File: config.mk
export PLATFORM = sky130hd
export DESIGN_NAME = tilt_complementary_filter_servo
export DESIGN_NICKNAME = d
export VERILOG_FILES = /design/src/rtl/tcf_pkg.sv /design/src/rtl/tcf_front.sv /design/src/rtl/tcf_queue.sv /design/src/rtl/tcf_back.sv /design/src/rtl/tilt_complementary_filter_servo.sv
export SDC_FILE = /design/constraint.sdc
export NUM_CORES = 2
export LEC_CHECK = 0
export ABC_AREA = 1
export BUFFER_PORTS_ARGS = -buffer_cell sky130_fd_sc_hd__buf_2
export CAP_MARGIN = 25
export CELL_PAD_IN_SITES_DETAIL_PLACEMENT = 0
export CELL_PAD_IN_SITES_GLOBAL_PLACEMENT = 2
export CORE_MARGIN = 10
export CORE_UTILIZATION = 40
export DETAILED_ROUTE_END_ITERATION = 6
export GPL_TIMING_DRIVEN = 0
export PLACE_DENSITY_LB_ADDON = 0.1
export SYNTH_ARGS = -nofsm -noshare
export SYNTH_HDL_FRONTEND = slang
export SYNTH_HIERARCHICAL = 1
export SYNTH_SLANG_ARGS = --single-unit
File: constraint.sdc
create_clock -name i_clk -period 10.7 [get_ports i_clk]
set_input_delay 2.14 -clock i_clk [delete_from_list [all_inputs] [get_ports i_clk]]
set_output_delay 2.14 -clock i_clk [all_outputs]
set_load 0.005 [all_outputs]
File: src/rtl/tcf_pkg.sv
// ----------------------------------------------------------------------------
// tcf_pkg
// shared types, constants and the arctangent table of the tilt filter
// ----------------------------------------------------------------------------
package tcf_pkg;

    localparam int CORDIC_STEPS    = 16;
    localparam int ANGLE_FRAC_BITS = 16;
    localparam int ATAN_LEN        = 24;
    localparam int ATAN_IDX_W      = 5;
    localparam int ITER_W          = $clog2(CORDIC_STEPS);
    localparam int ROT_W           = 36;
    localparam int Z_W             = ANGLE_FRAC_BITS + 10;
    localparam int EST_W           = 32;
    localparam int MA_W            = 42;
    localparam int MB_W            = 18;
    localparam int PROD_W          = MA_W + MB_W;
    localparam int ESUM_W          = 41;
    localparam int STEP_SH         = 24 - ANGLE_FRAC_BITS;
    localparam int BLEND_SH        = 16;
    localparam int CFG_IDX_W       = 2;
    localparam int CFG_DATA_W      = 24;

    localparam logic [31:0] ATAN_Q24 [ATAN_LEN] = '{
        32'd754974720, 32'd445687602, 32'd235489088, 32'd119537938, 32'd60000934,
        32'd30029717, 32'd15018523, 32'd7509720, 32'd3754917, 32'd1877466,
        32'd938734, 32'd469367, 32'd234684, 32'd117342, 32'd58671, 32'd29335,
        32'd14668, 32'd7334, 32'd3667, 32'd1833, 32'd917, 32'd458, 32'd229,
        32'd115
    };

    localparam logic signed [Z_W-1:0] HALF_TURN = Z_W'(180) <<< ANGLE_FRAC_BITS;

    typedef enum logic [CFG_IDX_W-1:0] {
        CFG_GYRO_OFFSET_X = 2'd0,
        CFG_GYRO_OFFSET_Y = 2'd1,
        CFG_BLEND_WEIGHT  = 2'd2,
        CFG_GYRO_SCALE    = 2'd3
    } t_cfg_reg;

    typedef enum logic [1:0] {
        ST_IDLE,
        ST_ROT,
        ST_MUL,
        ST_OUT
    } t_state;

    typedef enum logic [2:0] {
        PH_RATE,
        PH_SUM,
        PH_GAIN,
        PH_ACCEL,
        PH_BLEND
    } t_phase;

    typedef struct packed {
        logic                  zero;
        logic signed [16:0]    x0;
        logic signed [16:0]    y0;
        logic signed [Z_W-1:0] z0;
    } t_lane;

    typedef struct packed {
        logic signed [15:0] g_x;
        logic signed [15:0] g_y;
        t_lane              lane_x;
        t_lane              lane_y;
    } t_work;

    typedef struct packed {
        logic [10:0] pulse_x;
        logic [10:0] pulse_y;
        logic [7:0]  angle_x;
        logic [7:0]  angle_y;
    } t_result;

    function automatic logic signed [Z_W-1:0] atan_step(input logic [ATAN_IDX_W-1:0] idx);
        logic [31:0] r;
        r = 32'd0;
        if (idx < ATAN_IDX_W'(ATAN_LEN)) begin
            r = (ATAN_Q24[idx] + (32'd1 << (23 - ANGLE_FRAC_BITS))) >> STEP_SH;
        end
        return $signed(r[Z_W-1:0]);
    endfunction

endpackage

File: src/rtl/tcf_front.sv
// ----------------------------------------------------------------------------
// tcf_front
// removes gyro bias and folds the accelerometer vectors into the right half plane
// ----------------------------------------------------------------------------
module tcf_front (
    input  logic signed [15:0] i_accel_x,
    input  logic signed [15:0] i_accel_y,
    input  logic signed [15:0] i_accel_z,
    input  logic signed [15:0] i_rate_x,
    input  logic signed [15:0] i_rate_y,
    input  logic signed [15:0] i_offset_x,
    input  logic signed [15:0] i_offset_y,
    output tcf_pkg::t_work     o_work
);
    import tcf_pkg::*;

    function automatic t_lane prep(input logic signed [15:0] y, input logic signed [15:0] x);
        t_lane l;
        l.zero = (x == 16'sd0) && (y == 16'sd0);
        l.x0   = {x[15], x};
        l.y0   = {y[15], y};
        l.z0   = '0;
        if (x[15]) begin
            l.x0 = -l.x0;
            l.y0 = -l.y0;
            l.z0 = y[15] ? -HALF_TURN : HALF_TURN;
        end
        return l;
    endfunction

    always_comb begin
        o_work.g_x    = i_rate_x - i_offset_x;
        o_work.g_y    = i_rate_y - i_offset_y;
        o_work.lane_x = prep(i_accel_y, i_accel_z);
        o_work.lane_y = prep(i_accel_x, i_accel_z);
    end

endmodule

File: src/rtl/tcf_queue.sv
// ----------------------------------------------------------------------------
// tcf_queue
// two-entry word queue between the front and the back
// ----------------------------------------------------------------------------
module tcf_queue (
    input  logic           i_clk,
    input  logic           i_rst_n,
    input  logic           i_wr,
    input  tcf_pkg::t_work i_wr_data,
    output logic           o_full,
    input  logic           i_rd,
    output tcf_pkg::t_work o_rd_data,
    output logic           o_empty
);
    import tcf_pkg::*;

    t_work      r_mem [2];
    logic       r_wptr;
    logic       r_rptr;
    logic [1:0] r_count;

    assign o_full    = r_count == 2'd2;
    assign o_empty   = r_count == 2'd0;
    assign o_rd_data = r_mem[r_rptr];

    always_ff @(posedge i_clk) begin
        if (!i_rst_n) begin
            r_wptr  <= 1'b0;
            r_rptr  <= 1'b0;
            r_count <= 2'd0;
        end else begin
            if (i_wr && !o_full) begin
                r_wptr <= ~r_wptr;
            end
            if (i_rd && !o_empty) begin
                r_rptr <= ~r_rptr;
            end
            r_count <= r_count + 2'(i_wr && !o_full) - 2'(i_rd && !o_empty);
        end
    end

    always_ff @(posedge i_clk) begin
        if (i_wr && !o_full) begin
            r_mem[r_wptr] <= i_wr_data;
        end
    end

endmodule

File: src/rtl/tcf_back.sv
// ----------------------------------------------------------------------------
// tcf_back
// iterative cordic, shared-multiplier blend, servo mapping and result buffer
// ----------------------------------------------------------------------------
module tcf_back (
    input  logic             i_clk,
    input  logic             i_rst_n,
    input  logic             i_q_empty,
    input  tcf_pkg::t_work   i_work,
    output logic             o_q_pop,
    input  logic [15:0]      i_weight,
    input  logic [23:0]      i_scale,
    output tcf_pkg::t_result o_result,
    output logic             o_empty,
    input  logic             i_pop
);
    import tcf_pkg::*;

    localparam logic signed [PROD_W-1:0] SAT_HI = PROD_W'(64'sh7fffffff);
    localparam logic signed [PROD_W-1:0] SAT_LO = PROD_W'(-64'sh80000000);
    localparam logic signed [32:0] ANG_OFS  = 33'(90) <<< ANGLE_FRAC_BITS;
    localparam logic signed [32:0] ANG_FULL = 33'(180) <<< ANGLE_FRAC_BITS;
    localparam logic [25:0] RECIP9 = 26'd7282;

    t_state r_state, n_state;
    t_phase r_phase, n_phase;
    logic [ITER_W-1:0] r_iter;
    logic r_axis;

    logic signed [ROT_W-1:0] r_cx [2];
    logic signed [ROT_W-1:0] r_cy [2];
    logic signed [Z_W-1:0]   r_cz [2];
    logic                    r_zero [2];
    logic signed [15:0]      r_g [2];
    logic signed [EST_W-1:0] r_est [2];

    logic signed [PROD_W-1:0] r_prod;
    logic signed [PROD_W-1:0] r_acc;
    logic signed [ESUM_W-1:0] r_esum;

    t_result    r_obuf [2];
    logic       r_owptr;
    logic       r_orptr;
    logic [1:0] r_ocount;

    logic                     start;
    logic                     out_push;
    logic signed [MA_W-1:0]   mul_a;
    logic signed [MB_W-1:0]   mul_b;
    logic signed [PROD_W-1:0] n_prod;
    logic signed [PROD_W-1:0] bsum;
    logic signed [PROD_W-1:0] bsh;
    logic signed [EST_W-1:0]  blended;
    logic signed [Z_W-1:0]    acc_ang;
    logic signed [Z_W-1:0]    a_step;
    t_result                  res;

    assign start    = (r_state == ST_IDLE) && !i_q_empty && (r_ocount != 2'd2);
    assign o_q_pop  = start;
    assign out_push = r_state == ST_OUT;
    assign a_step   = atan_step(ATAN_IDX_W'(r_iter));
    assign acc_ang  = r_zero[r_axis] ? '0 : r_cz[r_axis];

    always_comb begin
        n_state = r_state;
        n_phase = r_phase;
        unique case (r_state)
            ST_IDLE: begin
                if (start) begin
                    n_state = ST_ROT;
                end
            end
            ST_ROT: begin
                if (r_iter == ITER_W'(CORDIC_STEPS - 1)) begin
                    n_state = ST_MUL;
                    n_phase = PH_RATE;
                end
            end
            ST_MUL: begin
                unique case (r_phase)
                    PH_RATE:  n_phase = PH_SUM;
                    PH_SUM:   n_phase = PH_GAIN;
                    PH_GAIN:  n_phase = PH_ACCEL;
                    PH_ACCEL: n_phase = PH_BLEND;
                    PH_BLEND: begin
                        n_phase = PH_RATE;
                        if (r_axis) begin
                            n_state = ST_OUT;
                        end
                    end
                    default:  n_phase = PH_RATE;
                endcase
            end
            ST_OUT:  n_state = ST_IDLE;
            default: n_state = ST_IDLE;
        endcase
    end

    always_comb begin
        mul_a = '0;
        mul_b = '0;
        case (r_phase)
            PH_RATE: begin
                mul_a = MA_W'($signed({1'b0, i_scale}));
                mul_b = MB_W'(r_g[r_axis]);
            end
            PH_GAIN: begin
                mul_a = MA_W'(r_esum);
                mul_b = MB_W'($signed({1'b0, i_weight}));
            end
            PH_ACCEL: begin
                mul_a = MA_W'(acc_ang);
                mul_b = $signed(MB_W'(18'd65536 - {2'b00, i_weight}));
            end
            default: begin
                mul_a = '0;
                mul_b = '0;
            end
        endcase
        n_prod = PROD_W'(mul_a * mul_b);
    end

    always_comb begin
        bsum = r_acc + r_prod;
        bsh  = bsum >>> BLEND_SH;
        if (bsh > SAT_HI) begin
            blended = SAT_HI[EST_W-1:0];
        end else if (bsh < SAT_LO) begin
            blended = SAT_LO[EST_W-1:0];
        end else begin
            blended = bsh[EST_W-1:0];
        end
    end

    function automatic logic [7:0] servo(input logic signed [EST_W-1:0] est);
        logic signed [32:0] v;
        v = 33'(est) + ANG_OFS;
        if (v[32]) begin
            return 8'd0;
        end else if (v >= ANG_FULL) begin
            return 8'd180;
        end
        return v[ANGLE_FRAC_BITS+7:ANGLE_FRAC_BITS];
    endfunction

    function automatic logic [10:0] pulse(input logic [7:0] ang);
        logic [25:0] q;
        q = 26'(ang) * 26'd50 * RECIP9;
        return 11'(q[25:16]) + 11'd1000;
    endfunction

    always_comb begin
        res.angle_x = servo(r_est[0]);
        res.angle_y = servo(r_est[1]);
        res.pulse_x = pulse(res.angle_x);
        res.pulse_y = pulse(res.angle_y);
    end

    always_ff @(posedge i_clk) begin
        if (!i_rst_n) begin
            r_state  <= ST_IDLE;
            r_phase  <= PH_RATE;
            r_iter   <= '0;
            r_axis   <= 1'b0;
            r_est[0] <= '0;
            r_est[1] <= '0;
        end else begin
            r_state <= n_state;
            r_phase <= n_phase;
            if (start) begin
                r_iter <= '0;
                r_axis <= 1'b0;
            end else if (r_state == ST_ROT) begin
                r_iter <= r_iter + 1'b1;
            end
            if (r_state == ST_MUL && r_phase == PH_BLEND) begin
                r_est[r_axis] <= blended;
                r_axis        <= 1'b1;
            end
        end
    end

    always_ff @(posedge i_clk) begin
        if (start) begin
            r_g[0]    <= i_work.g_x;
            r_g[1]    <= i_work.g_y;
            r_zero[0] <= i_work.lane_x.zero;
            r_zero[1] <= i_work.lane_y.zero;
            r_cx[0]   <= {{(ROT_W-33){i_work.lane_x.x0[16]}}, i_work.lane_x.x0, 16'd0};
            r_cy[0]   <= {{(ROT_W-33){i_work.lane_x.y0[16]}}, i_work.lane_x.y0, 16'd0};
            r_cz[0]   <= i_work.lane_x.z0;
            r_cx[1]   <= {{(ROT_W-33){i_work.lane_y.x0[16]}}, i_work.lane_y.x0, 16'd0};
            r_cy[1]   <= {{(ROT_W-33){i_work.lane_y.y0[16]}}, i_work.lane_y.y0, 16'd0};
            r_cz[1]   <= i_work.lane_y.z0;
        end else if (r_state == ST_ROT) begin
            for (int l = 0; l < 2; l++) begin
                if (!r_cy[l][ROT_W-1]) begin
                    r_cx[l] <= r_cx[l] + (r_cy[l] >>> r_iter);
                    r_cy[l] <= r_cy[l] - (r_cx[l] >>> r_iter);
                    r_cz[l] <= r_cz[l] + a_step;
                end else begin
                    r_cx[l] <= r_cx[l] - (r_cy[l] >>> r_iter);
                    r_cy[l] <= r_cy[l] + (r_cx[l] >>> r_iter);
                    r_cz[l] <= r_cz[l] - a_step;
                end
            end
        end
        if (r_state == ST_MUL) begin
            case (r_phase)
                PH_RATE, PH_GAIN: r_prod <= n_prod;
                PH_SUM: r_esum <= ESUM_W'(r_est[r_axis]) + ESUM_W'(r_prod >>> STEP_SH);
                PH_ACCEL: begin
                    r_acc  <= r_prod;
                    r_prod <= n_prod;
                end
                default: r_acc <= r_acc;
            endcase
        end
    end

    // result buffer
    assign o_empty  = r_ocount == 2'd0;
    assign o_result = r_obuf[r_orptr];

    always_ff @(posedge i_clk) begin
        if (!i_rst_n) begin
            r_owptr  <= 1'b0;
            r_orptr  <= 1'b0;
            r_ocount <= 2'd0;
        end else begin
            if (out_push) begin
                r_owptr <= ~r_owptr;
            end
            if (i_pop && !o_empty) begin
                r_orptr <= ~r_orptr;
            end
            r_ocount <= r_ocount + 2'(out_push) - 2'(i_pop && !o_empty);
        end
    end

    always_ff @(posedge i_clk) begin
        if (out_push) begin
            r_obuf[r_owptr] <= res;
        end
    end

    a_obuf_bound: assert property (@(posedge i_clk) disable iff (!i_rst_n)
        r_ocount != 2'd3)
        else $error("result buffer overflow");

    a_push_room: assert property (@(posedge i_clk) disable iff (!i_rst_n)
        out_push |-> $past(r_ocount) != 2'd2 || $past(i_pop))
        else $error("result pushed without room");

    a_out_once: assert property (@(posedge i_clk) disable iff (!i_rst_n)
        r_state == ST_OUT |=> r_state == ST_IDLE)
        else $error("result stage held");

    a_rot_end: assert property (@(posedge i_clk) disable iff (!i_rst_n)
        $rose(r_state == ST_MUL) |-> $past(r_iter) == ITER_W'(CORDIC_STEPS - 1))
        else $error("rotation cut short");

endmodule

File: src/rtl/tilt_complementary_filter_servo.sv
// ----------------------------------------------------------------------------
// tilt_complementary_filter_servo
// two-axis complementary tilt filter with servo pulse outputs
//
//   channel  handshake                        payload
//   input    push / full                      i_accel_x/y/z, i_rate_x/y
//   result   empty / pop                      o_pulse_x/y, o_servo_angle_x/y
//   config   i_cfg_valid / o_cfg_ready        i_cfg_index, i_cfg_data
//
// in the back, one item at a time: both cordic lanes rotate together one step a
// cycle, then one shared multiplier runs five steps per axis. a two-word queue
// sits before and after. reset is synchronous, clears both estimates and loads
// the default registers. full rises only when the front queue holds two words;
// the back stalls only when the result buffer holds two words.
// ----------------------------------------------------------------------------
module tilt_complementary_filter_servo (
    input  logic                                i_clk,
    input  logic                                i_rst_n,
    input  logic                                push,
    output logic                                full,
    input  logic signed [15:0]                  i_accel_x,
    input  logic signed [15:0]                  i_accel_y,
    input  logic signed [15:0]                  i_accel_z,
    input  logic signed [15:0]                  i_rate_x,
    input  logic signed [15:0]                  i_rate_y,
    output logic                                empty,
    input  logic                                pop,
    output logic [10:0]                         o_pulse_x,
    output logic [10:0]                         o_pulse_y,
    output logic [7:0]                          o_servo_angle_x,
    output logic [7:0]                          o_servo_angle_y,
    input  logic                                i_cfg_valid,
    output logic                                o_cfg_ready,
    input  logic [tcf_pkg::CFG_IDX_W-1:0]       i_cfg_index,
    input  logic [tcf_pkg::CFG_DATA_W-1:0]      i_cfg_data
);
    import tcf_pkg::*;

    logic signed [15:0] r_offset_x;
    logic signed [15:0] r_offset_y;
    logic [15:0]        r_weight;
    logic [23:0]        r_scale;

    t_work   front_work;
    t_work   q_work;
    logic    q_empty;
    logic    q_pop;
    t_result result;

    assign o_cfg_ready = 1'b1;

    always_ff @(posedge i_clk) begin
        if (!i_rst_n) begin
            r_offset_x <= -16'sd239;
            r_offset_y <= 16'sd230;
            r_weight   <= 16'd64225;
            r_scale    <= 24'd12807;
        end else if (i_cfg_valid && o_cfg_ready) begin
            unique case (t_cfg_reg'(i_cfg_index))
                CFG_GYRO_OFFSET_X: r_offset_x <= $signed(i_cfg_data[15:0]);
                CFG_GYRO_OFFSET_Y: r_offset_y <= $signed(i_cfg_data[15:0]);
                CFG_BLEND_WEIGHT:  r_weight   <= i_cfg_data[15:0];
                CFG_GYRO_SCALE:    r_scale    <= i_cfg_data[23:0];
                default:           r_scale    <= r_scale;
            endcase
        end
    end

    tcf_front u_front (
        .i_accel_x  (i_accel_x),
        .i_accel_y  (i_accel_y),
        .i_accel_z  (i_accel_z),
        .i_rate_x   (i_rate_x),
        .i_rate_y   (i_rate_y),
        .i_offset_x (r_offset_x),
        .i_offset_y (r_offset_y),
        .o_work     (front_work)
    );

    tcf_queue u_queue (
        .i_clk     (i_clk),
        .i_rst_n   (i_rst_n),
        .i_wr      (push),
        .i_wr_data (front_work),
        .o_full    (full),
        .i_rd      (q_pop),
        .o_rd_data (q_work),
        .o_empty   (q_empty)
    );

    tcf_back u_back (
        .i_clk     (i_clk),
        .i_rst_n   (i_rst_n),
        .i_q_empty (q_empty),
        .i_work    (q_work),
        .o_q_pop   (q_pop),
        .i_weight  (r_weight),
        .i_scale   (r_scale),
        .o_result  (result),
        .o_empty   (empty),
        .i_pop     (pop)
    );

    assign o_pulse_x       = result.pulse_x;
    assign o_pulse_y       = result.pulse_y;
    assign o_servo_angle_x = result.angle_x;
    assign o_servo_angle_y = result.angle_y;

endmodule

==> results.cfg <==
[critical_path]
critPathMaxFanout = 10
worstSetupPathType = flop to flop
slowest_stage = fa_1
end_kind = flop
cp-startpoint = u_back/r_phase[1]
critPathMaxStageDelay_ns = 0.58
crit_arrival_ns = 10.61
reg2reg_from = u_back/r_phase[1]
reg2reg_to = u_back/r_prod[59]
rrSetupSlack_ns = 0.51
crit_path_start_kind = flop
crit_family = adder cells
crit_required_ns = 11.12
cp.buffers_inverters = 7
reg2reg_depth = 29

[clock_network]
clock_latency_ns = 0.83
cts_tree = built
clock_tree.buffer_depth = 3
cts_root_buf = clkbuf_16
ctsHoldBuffers = 0
htreeDepth = 3
clk_pin_slew_ns = 0.06
clock_sinks = 932
numCtsBuffers = 114

[layout]
instances_no_fill = 17700
drive_gt1_share_pct = 7.15
area_delta_synth_final_pct = 9.98
final_net_count = 15700

[yosys]
avgSynthCellArea_sq_um = 7.64
ys_seq_area_share_pct = 25.9
yosysMostFrequentCell = nand2_1
yosysTopAreaCell = edfxtp_1
synth_top_area_share_pct = 24.1
ys_ff_latch = 932
synthCells = 13700
syn_area_sq_mm = 0.105
yosysWarningCount = 6
synth-main-ff-cell = edfxtp_1
synth_edf_count = 839
yosys-top-cells-count = 3410 x nand2_1, 2292 x inv_1, 1139 x nor2_1
yosysUniqueCellTypes = 83
async_reset_ff_share_pct = 0
synth_area_leaders = edfxtp_1 24%, fa_1 15%, nand2_1 12%

[global_route]
antenna_found_initial = 18
grt_pass1_vias = 93300
overflow = 0
grt_start_max_net_pins = 100
grt_pass1_wl_microns = 610000
grt_usage_pct = 28.8

[routing]
wl_per_cell_microns = 23.7
via_per_inst = 5.34
drc_errors = 0
drtIter0Drc = 8624
via_count = 94200
wl_microns = 419000
firstDrtPassIters = 6
ant_nets = 0

[outcome]
outcome = completed

[timing]
finalHoldViolCount = 0
fin_crit_ns = 10.19
skew_ns = 0.156
worstMarginPinSlew_ns = 1.18
finalSetupViolCount = 0
fmax_mhz = 98.1
slew-limit-headroom_pct = 21.1
drv_slew = 0
rsz0062_at_grt = false
fin_tns_setup_ns = 0
period_share_pct = 95.3

[placement]
io_buffers = 148
dpl.hpwl_microns = 352000
place_congestion = 0.974
dp.cells = 17400

[floorplan]
fp.dieW_microns = 531
rows = 187
dieHeight_microns = 531
fp.coreArea_sq_mm = 0.260
start_util_pct = 40.2
die-area_sq_mm = 0.282
ios = 152

[worst_hold_path]
hold_start = u_back/r_orptr
hold_path.class = flop to flop
whs_path_depth = 1

[run]
max_cap_violations = 0
## kinds of logic after synthesis
group | count (synthesis) | synth area share (%)
fa+ha+maj | 1550 | 24.1
mux | 213 | 2.49
simple gates | 5706 | 22.4
buf+inv | 2843 | 10.8
other cells | 4 | 0.0144
compound gates | 1998 | 10.7
flops | 932 | 25.9
xor+xnor | 427 | 3.64
## metal layers
metal	up-vias	wire length, microns	part of all wire, %	global-route usage [%]
met5	-	27	0.0064	0
met4	4	13700	3.3	8.18
met3	525	28100	6.7	3.84
met2	3110	184000	44	45.3
met1	46100	193000	46	41.5
li1	44500	-	-	-
## sequential cells by signal, summed over array words and instances (netlist names), 2 cells and up, named ones only
| name | count |
|---|---|
| u_back/r_esum | 41 |
| r_offset_y | 16 |
| r_scale | 24 |
| u_back/r_g | 32 |
| u_back/r_phase | 3 |
| u_back/r_prod | 60 |
| u_back/r_zero | 2 |
| u_back/r_state | 2 |
| r_offset_x | 16 |
| u_queue/r_count | 2 |
| u_back/r_cz | 52 |
| u_back/r_cx | 72 |
| u_back/r_acc | 60 |
| r_weight | 16 |
| u_back/r_est | 64 |
| u_back/r_iter | 4 |
| u_back/r_cy | 72 |
| u_back/r_ocount | 2 |
| u_back/r_obuf | 76 |
| u_queue/r_mem | 308 |
## cell type report
class / instances / area, sq um
Fill cell: 26800 / 145000
Multi-Input combinational cell: 9935 / 66400
Sequential cell: 932 / 27100
Inverter: 2325 / 8740
Tap cell: 3496 / 4370
Clock buffer: 149 / 3060
Buffer: 518 / 2540
Timing Repair Buffer: 223 / 1830
Clock inverter: 67 / 915
Antenna cell: 8 / 20.0
## how the worst max path moves through the flow
stage / end / slack, ns / depth (start not counted)
after floorplan: u_queue/r_mem[0][0] / 1.43 / 2
after global placement: u_back/r_cy[1][18] / -8.02 / 7
after detailed placement: u_back/r_prod[52] / 0.41 / 32
after CTS: u_back/r_prod[52] / 0.24 / 32
after global routing: u_back/r_obuf[1][36] / 0.01 / 47
final: u_back/r_prod[59] / 0.51 / 29
## what timing repair did
item                       4_1_cts  5_1_grt
setup endpoints to repair        0        5
gates resized for setup          0        8
setup buffers                    0        0
## cell usage in the layout (no fill, tap or decap), types with 20 or more instances in the layout
cell | synthesis | final
nand2_1 | 3410 | 3409
inv_1 | 2292 | 2290
nor2_1 | 1139 | 1134
a21oi_1 | 847 | 847
edfxtp_1 | 839 | 839
fa_1 | 776 | 776
ha_1 | 772 | 772
nand3_1 | 736 | 736
o21ai_0 | 629 | 629
xor2_1 | 295 | 295
clkbuf_1 | 259 | 272
buf_2 | 109 | 263
mux2_2 | 132 | 132
xnor2_1 | 127 | 126
clkbuf_16 | 0 | 114
buf_4 | 90 | 108
nor3_1 | 98 | 97
nand4_1 | 94 | 94
dfxtp_1 | 93 | 93
o211ai_1 | 90 | 90
or2_2 | 82 | 82
a31oi_1 | 77 | 77
o21ai_1 | 62 | 62
mux2_4 | 60 | 60
a21o_1 | 46 | 46
buf_1 | 47 | 45
conb_1 | 4 | 41
o21a_1 | 39 | 39
a21boi_0 | 36 | 36
nor4_1 | 34 | 34
inv_2 | 29 | 30
o21bai_1 | 30 | 30
o22ai_1 | 26 | 26
buf_6 | 13 | 23
and2_1 | 21 | 21
mux2i_1 | 21 | 21
buf_8 | 0 | 20
## stage by stage
| step | instance area [sq um] | hold slack [ns] | util [%] | setup slack [ns] |
|---|---|---|---|---|
| floorplan | 105000 | 0.426 | - | 1.43 |
| global placement | 110000 | 0.436 | 42.2 | -8.02 |
| detailed placement | 111000 | 0.450 | 42.7 | 0.406 |
| CTS | 115000 | 0.440 | 44.2 | 0.236 |
| global route | 115000 | 0.449 | 44.2 | 0.0109 |
| finish | 115000 | 0.440 | 44.2 | 0.508 |
Power is left out: the tool's default activity adds up to more than one toggle a clock period on the data nets, which glitch-free logic cannot reach.
